## config.mk

```make
export PLATFORM = sky130hd
export DESIGN_NAME = hsv_to_rgb565_core
export DESIGN_NICKNAME = d
export VERILOG_FILES = /design/src/hdl/hsv565_pkg.sv /design/src/hdl/hsv565_terms.sv /design/src/hdl/hsv_to_rgb565_core.sv
export SDC_FILE = /design/constraint.sdc
export NUM_CORES = 2
export LEC_CHECK = 0
export ABC_AREA = 1
export BUFFER_PORTS_ARGS = -buffer_cell sky130_fd_sc_hd__buf_2
export CAP_MARGIN = 25
export CORE_ASPECT_RATIO = 1.5
export CORE_MARGIN = 2
export CORE_UTILIZATION = 45
export CTS_CLUSTER_DIAMETER = 200
export DETAILED_ROUTE_END_ITERATION = 8
export GPL_ROUTABILITY_DRIVEN = 0
export PLACE_DENSITY = 0.59
export SLEW_MARGIN = 20
export SYNTH_ARGS = -nofsm -noshare
export SYNTH_HDL_FRONTEND = slang
export SYNTH_HIERARCHICAL = 1
export SYNTH_SLANG_ARGS = --single-unit
export TNS_END_PERCENT = 1
```

## constraint.sdc

```tcl
create_clock -name clk -period 13.7 [get_ports clk]
set_input_delay 2.74 -clock clk [delete_from_list [all_inputs] [get_ports clk]]
set_output_delay 2.74 -clock clk [all_outputs]
set_load 0.01 [all_outputs]
```

## src/hdl/hsv565_pkg.sv

```systemverilog
// Shared types, constants and helpers for the HSV to RGB565 converter.
// No dependencies; used by hsv565_terms and hsv_to_rgb565_core.
package hsv565_pkg;

    // Sector codes: hue times six, integer part.
    localparam logic [2:0] SECTOR_0 = 3'd0;
    localparam logic [2:0] SECTOR_1 = 3'd1;
    localparam logic [2:0] SECTOR_2 = 3'd2;
    localparam logic [2:0] SECTOR_3 = 3'd3;
    localparam logic [2:0] SECTOR_4 = 3'd4;

    localparam logic [7:0]  FULL_SCALE = 8'd255;
    // 255 in Q8.16, the scale that q and t numerators are measured against.
    localparam logic [23:0] FULL_Q16   = 24'hFF0000;
    localparam logic [18:0] HUE_SIX    = 19'd6;
    // ceil(2^24 / 255); exact floor division by 255 for any 16-bit dividend.
    localparam logic [16:0] RECIP_255  = 17'd65794;

    typedef struct packed {
        logic [2:0] sector;
        logic [7:0] v;
        logic [7:0] p;
        logic [7:0] q;
        logic [7:0] t;
    } terms_t;

    function automatic logic [7:0] div255(input logic [15:0] y);
        logic [32:0] prod;
        begin
            prod = {17'd0, y} * {16'd0, RECIP_255};
            return prod[31:24];
        end
    endfunction

endpackage

```

## src/hdl/hsv565_terms.sv

```systemverilog
// Four-stage datapath that turns hue, saturation and value into the sector
// number and the v, p, q and t channel terms. Depends on hsv565_pkg.
module hsv565_terms (
    input  logic                 clk,
    input  logic                 en,
    input  logic [15:0]          hue,
    input  logic [7:0]           saturation,
    input  logic [7:0]           brightness,
    output hsv565_pkg::terms_t   terms
);

    logic [18:0] hue_six;

    // Stage 1: sector and fraction, plus the p numerator.
    logic [2:0]  sector1_reg;
    logic [15:0] frac1_reg;
    logic [7:0]  sat1_reg;
    logic [7:0]  val1_reg;
    logic [15:0] pnum1_reg;

    // Stage 2: q and t numerators in Q8.16, p finished.
    logic [2:0]  sector2_reg;
    logic [7:0]  val2_reg;
    logic [7:0]  p2_reg;
    logic [23:0] qnum2_reg;
    logic [23:0] tnum2_reg;
    logic [23:0] fs_next;

    // Stage 3: numerators scaled by value, fraction bits dropped.
    logic [2:0]  sector3_reg;
    logic [7:0]  val3_reg;
    logic [7:0]  p3_reg;
    logic [15:0] qy3_reg;
    logic [15:0] ty3_reg;
    logic [31:0] qprod_next;
    logic [31:0] tprod_next;

    // Stage 4: final division by 255.
    hsv565_pkg::terms_t terms4_reg;

    assign hue_six    = {3'd0, hue} * hsv565_pkg::HUE_SIX;
    assign fs_next    = {8'd0, frac1_reg} * {16'd0, sat1_reg};
    assign qprod_next = {24'd0, val2_reg} * {8'd0, qnum2_reg};
    assign tprod_next = {24'd0, val2_reg} * {8'd0, tnum2_reg};

    always_ff @(posedge clk)
    begin
        if (en)
        begin
            sector1_reg <= hue_six[18:16];
            frac1_reg   <= hue_six[15:0];
            sat1_reg    <= saturation;
            val1_reg    <= brightness;
            pnum1_reg   <= {8'd0, brightness} *
                           {8'd0, hsv565_pkg::FULL_SCALE - saturation};

            sector2_reg <= sector1_reg;
            val2_reg    <= val1_reg;
            p2_reg      <= hsv565_pkg::div255(pnum1_reg);
            qnum2_reg   <= hsv565_pkg::FULL_Q16 - fs_next;
            // 255*65536 - (65536-f)*s is rewritten as (255-s)*65536 + f*s.
            tnum2_reg   <= {hsv565_pkg::FULL_SCALE - sat1_reg, 16'd0} + fs_next;

            sector3_reg <= sector2_reg;
            val3_reg    <= val2_reg;
            p3_reg      <= p2_reg;
            qy3_reg     <= qprod_next[31:16];
            ty3_reg     <= tprod_next[31:16];

            terms4_reg.sector <= sector3_reg;
            terms4_reg.v      <= val3_reg;
            terms4_reg.p      <= p3_reg;
            terms4_reg.q      <= hsv565_pkg::div255(qy3_reg);
            terms4_reg.t      <= hsv565_pkg::div255(ty3_reg);
        end
    end

    assign terms = terms4_reg;

endmodule

```

## src/hdl/hsv_to_rgb565_core.sv

```systemverilog
// HSV to RGB565 converter, top level. Depends on hsv565_pkg and hsv565_terms.
// A request runs through the hsv565_terms stages, then the pixel register.
// Throughput: one request per cycle; the whole pipeline holds while a
// finished pixel is stalled, so in_stall follows out_valid and out_stall.
// Reset clears all valid bits asynchronously; payload registers are not reset.
module hsv_to_rgb565_core (
    input  logic        clk,
    input  logic        rst_n,
    input  logic        in_valid,
    output logic        in_stall,
    input  logic [15:0] hue,
    input  logic [7:0]  saturation,
    input  logic [7:0]  brightness,
    output logic        out_valid,
    input  logic        out_stall,
    output logic [15:0] pixel
);

    logic               en;
    logic [3:0]         vld_reg;
    logic               out_valid_reg;
    logic [15:0]        pixel_reg;
    logic [15:0]        pixel_next;
    logic [7:0]         red;
    logic [7:0]         green;
    logic [7:0]         blue;
    hsv565_pkg::terms_t terms;

    assign en       = !(out_valid_reg && out_stall);
    assign in_stall = !en;

    hsv565_terms u_terms (
        .clk        (clk),
        .en         (en),
        .hue        (hue),
        .saturation (saturation),
        .brightness (brightness),
        .terms      (terms)
    );

    always_comb
    begin
        case (terms.sector)
            hsv565_pkg::SECTOR_0:
            begin
                red = terms.v; green = terms.t; blue = terms.p;
            end
            hsv565_pkg::SECTOR_1:
            begin
                red = terms.q; green = terms.v; blue = terms.p;
            end
            hsv565_pkg::SECTOR_2:
            begin
                red = terms.p; green = terms.v; blue = terms.t;
            end
            hsv565_pkg::SECTOR_3:
            begin
                red = terms.p; green = terms.q; blue = terms.v;
            end
            hsv565_pkg::SECTOR_4:
            begin
                red = terms.t; green = terms.p; blue = terms.v;
            end
            default:
            begin
                red = terms.v; green = terms.p; blue = terms.q;
            end
        endcase
        pixel_next = {red[7:3], green[7:2], blue[7:3]};
    end

    always_ff @(posedge clk or negedge rst_n)
    begin
        if (!rst_n)
        begin
            vld_reg       <= '0;
            out_valid_reg <= 1'b0;
        end
        else if (en)
        begin
            vld_reg       <= {vld_reg[2:0], in_valid};
            out_valid_reg <= vld_reg[3];
        end
    end

    always_ff @(posedge clk)
    begin
        if (en)
        begin
            pixel_reg <= pixel_next;
        end
    end

    assign out_valid = out_valid_reg;
    assign pixel     = pixel_reg;

`ifndef ASSERT_OFF
    // An accepted request shows up as a pixel if the pipeline stays enabled.
    a_latency: assert property (@(posedge clk) disable iff (!rst_n)
        $past(rst_n, 5) && $past(rst_n, 4) && $past(rst_n, 3) &&
        $past(rst_n, 2) && $past(rst_n, 1) &&
        $past(in_valid && !in_stall, 5) && $past(en, 4) && $past(en, 3) &&
        $past(en, 2) && $past(en, 1) |-> out_valid)
        else $error("accepted request did not reach the output in 5 cycles");

    // While the output is stalled, no item inside the pipeline moves.
    a_freeze: assert property (@(posedge clk) disable iff (!rst_n)
        out_valid && out_stall |=> $stable(vld_reg))
        else $error("pipeline advanced while the output was stalled");

    // With no requests as all valid bits shift out, the pipeline drains empty.
    a_drain: assert property (@(posedge clk) disable iff (!rst_n)
        $past(rst_n, 4) && $past(rst_n, 3) && $past(rst_n, 2) && $past(rst_n, 1) &&
        !$past(in_valid, 4) && !$past(in_valid, 3) && !$past(in_valid, 2) &&
        !$past(in_valid, 1) && $past(en, 4) && $past(en, 3) && $past(en, 2) &&
        $past(en, 1) |-> vld_reg == 4'd0)
        else $error("pipeline holds a valid item that was never requested");
`endif

endmodule

```

## After elaboration in Yosys (flattened, before gate mapping)

Cells that the tools add are included.

| storage, ports and cells | value |
|---|---|
| register bits | 224 |
| bits in latches | 0 |
| memory bits (writable) | 0 |
| bits in read-only memories | 0 |
| bits of input ports | 36 |
| output and inout bits | 18 |
| logic and storage cells | 48 |
| memories kept | 0 |

| operators by class | value |
|---|---|
| add/sub/neg operators | 4 |
| $mul | 8 |
| divide/modulo/power cells | 0 |
| magnitude comparators | 0 |
| eq/ne operators | 4 |
| shift-type cells | 0 |
| mux-type cells | 3 |
| bitwise logic cells | 0 |
| reductions and logical operators | 6 |

Operator list:

| cell | number |
|---|---|
| multiplier 16 x 16 -> 31 bit, second input constant | 3 |
| case mux 8 bit (3 select lines) | 3 |
| multiplier 8 x 24 -> 32 bit | 2 |
| adder 24 bit | 1 |
| subtractor 24 bit, first input constant | 1 |
| multiplier 15 x 8 -> 23 bit | 1 |
| multiplier 16 x 2 -> 18 bit, second input constant | 1 |
| multiplier 8 x 8 -> 16 bit | 1 |
| subtractor 8 bit, first input constant | 2 |
| OR reduction 2 bit | 4 |
| equality test 3 x 2 -> 1 bit, second input constant | 2 |
| equality test 3 x 1 -> 1 bit, second input constant | 1 |
| equality test 3 bit, second input constant | 1 |
| zero test 3 bit | 1 |
| logical AND 1 bit | 1 |

## Logic depth before layout (Yosys ltp)

| depth | value |
|---|---|
| depth in word-level cells | 3 |
| depth in mapped cells | 32 |
| depth with buffers taken out | 30 |

## Modules after synthesis

The synthesis kept the hierarchy.

By module, submodules not included:

| module | times used | cells each | area each (sq um) | sequential area each (sq um) |
|---|---|---|---|---|
| hsv565_terms | 1 | 3520 | 29381.9 | 6005.8 |
| hsv_to_rgb565_core | 1 | 142 | 1144.8 | 605.6 |

## Worst setup path before layout

No wires, ideal clock.

| path | value |
|---|---|
| kind | input port to output port |
| start point | input out_stall |
| end point | output in_stall |
| data arrival time | 8.170 ns |
| required time | 10.960 ns |
| slack | 2.790 ns |
| cell stages on the path | 2 |
| path through | nand2_1 inv_1 |

| between the ends | value |
|---|---|
| longest elaborated chain between the ends | 1 |

Ends and longest elaborated chain:

| what | line | RTL |
|---|---|---|
| start, declared | hsv_to_rgb565_core.sv:15 | `input logic out_stall,` |
| logical AND 1 bit | hsv_to_rgb565_core.sv:29 | `assign en = !(out_valid_reg && out_stall);` |
| end, declared | hsv_to_rgb565_core.sv:10 | `output logic in_stall,` |

No other way between the ends.

## Worst setup path after layout

Same ends and word-level chain as after synthesis.

==> summary.txt <==
Drt
  – Vias: around 23,000
  – Antenna viol nets, final: 0
  – Drt pass-1 iters: 6
  – DR DRC count: 0
  – Via density per instance: 5.00
  – WL/cell: between 15 and 20 um
  – Detailed Route WL: 69,100 um
  – Number of DRC markers in iteration 0: between 800 and 900

Global routing
  – Tot GR Track Use: 0.207
  – Antenna violations before repair: 0
  – First-pass GRT wire length: about 120,000 um
  – Vias in the first global route: roughly 24,000
  – GRT overflow: 0
  – Largest net degree at the start of global routing: 78

Layout
  – Fillers: ~6,600
  – Fin cells: 4,513
  – Register Area: roughly 6200 um2
  – Finished Cell Area: roughly 32,000 um2
  – Syn-to-layout area delta: 6.30%
  – Nets: around 4,400
  – Commonest cells after routing, fill and taps aside: nand2_1, inv_1, ha_1
  – Max reg flops: 27
  – # diodes: 0
  – Share of cells above drive strength 1: 0.0499
  – Multi-input gate area: between 20,000 and 25,000 um2
  – Commonest non-fill, non-tap cell in the layout: nand2_1

Clock tree
  – CTS resizes: 0
  – Setup Buffers After CTS: 0
  – Root Driver: clkbuf_16
  – CTS buffer count: 26
  – Hold-fix buffers at CTS: 0
  – Clk Latency, worst-skew pair: between 0.5 and 0.6 ns
  – Number of H-tree levels: 1
  – CTS tree: done
  – CTS clk-pin slew, worst paths: 0.07 ns
  – Clock sinks: a little over 200
  – Clock buffer depth: 3

Yosys
  – Post-synthesis cell area: 30,000 um2
  – Number of synthesis warnings: 6
  – Syn Area/Cell: approximately 8.3 um2
  – Mapped Nets: between 4,000 and 5,000
  – Cells after Synth: around 3,600

Die
  – Die H: between 300 and 400 um
  – Initial Util: 0.452
  – Die W: roughly 210 um
  – Row count: 116
  – Top Ports: between 50 and 60
  – Die area: 68,800 um2
  – Core area: 66,300 um2

STA
  – # setup viols final: 0
  – Fmax achieved: around 150 MHz
  – TNS Setup: 0 ns
  – Final hold vios: 0
  – Fin crit share: 0.492
  – RSZ-0062 raised after global routing: no
  – Worst Skew: about 0.015 ns
  – Slew margin rel.: 0.379
  – Pins Over Slew Limit: 0
  – Worst slew pin tran: just over 0.9 ns
  – Minimum clock period: between 6 and 7 ns

Worst setup path
  – Reg-to-reg startpoint: u_terms/sat1_reg[7]
  – Internal reg-to-reg setup slack: 7.57 ns
  – Crit path max fanout: 77
  – Crit path from: out_stall
  – FF-to-FF End: u_terms/tnum2_reg[23]
  – Critical path class: in -> out
  – Crit path to: in_stall
  – Worst Path Required: between 10 and 15 ns
  – Reg2Reg Depth: 26
  – Critical path launch point type: input pin
  – Endpoint type of the worst setup path: primary output
  – WP data arrival: about 4 ns

Placement
  – # port buffers: 53
  – Cell count after placement: about 4,500
  – Estimated wirelength of the detail-placed design: about 57,000 um
  – Placed Area: approximately 31,000 um2

Hold path
  – Hold Crit Start: u_terms/p2_reg[7]
  – HP Class: reg -> reg

Outcome
  – Status: completed

Run
  – Max-cap viol count: 0
critical path, cell delays in order:
cell	delay [ns]
buf_2	0.11
nand2_4	0.04
buf_4	0.70
inv_1	0.19
buf_2	0.20
worst min-delay path by stage:
stage                              endpoint  slack [ns]  depth (start not counted)
after floorplan           u_terms/p3_reg[2]        0.40                          0
after global placement    u_terms/terms[26]        0.40                          0
after detailed placement  u_terms/p3_reg[3]        0.40                          0
after CTS                 u_terms/p3_reg[7]        0.40                          0
after global routing      u_terms/p3_reg[7]        0.42                          0
final                     u_terms/p3_reg[7]        0.40                          0
layer usage:
layer,vias up,share of wire,global-route usage
met4,0,0.031,0.0662
met2,400,0.55,0.414
li1,11200,-,-
met1,10900,0.39,0.229
met5,-,0,0
met3,132,0.027,0.0146
area by class of cell:
class,count,area share
Clock inverter,19,0.00710
Multi-Input combinational cell,2491,0.636
Clock buffer,29,0.0214
Sequential cell,207,0.194
Tap cell,885,0.0347
Timing Repair Buffer,64,0.0109
Inverter,818,0.0963
stage by stage:
stage	setup WS, ns	hold slack, ns	utilization
final	6.97	0.399	0.481
after global routing	6.82	0.419	0.481
after CTS	6.93	0.401	0.481
after detailed placement	6.91	0.405	0.467
after global placement	6.89	0.401	0.467
after floorplan	3.12	0.400	-
Power is left out: the tool's default activity adds up to more than one toggle a clock period on the data nets, which glitch-free logic cannot reach.
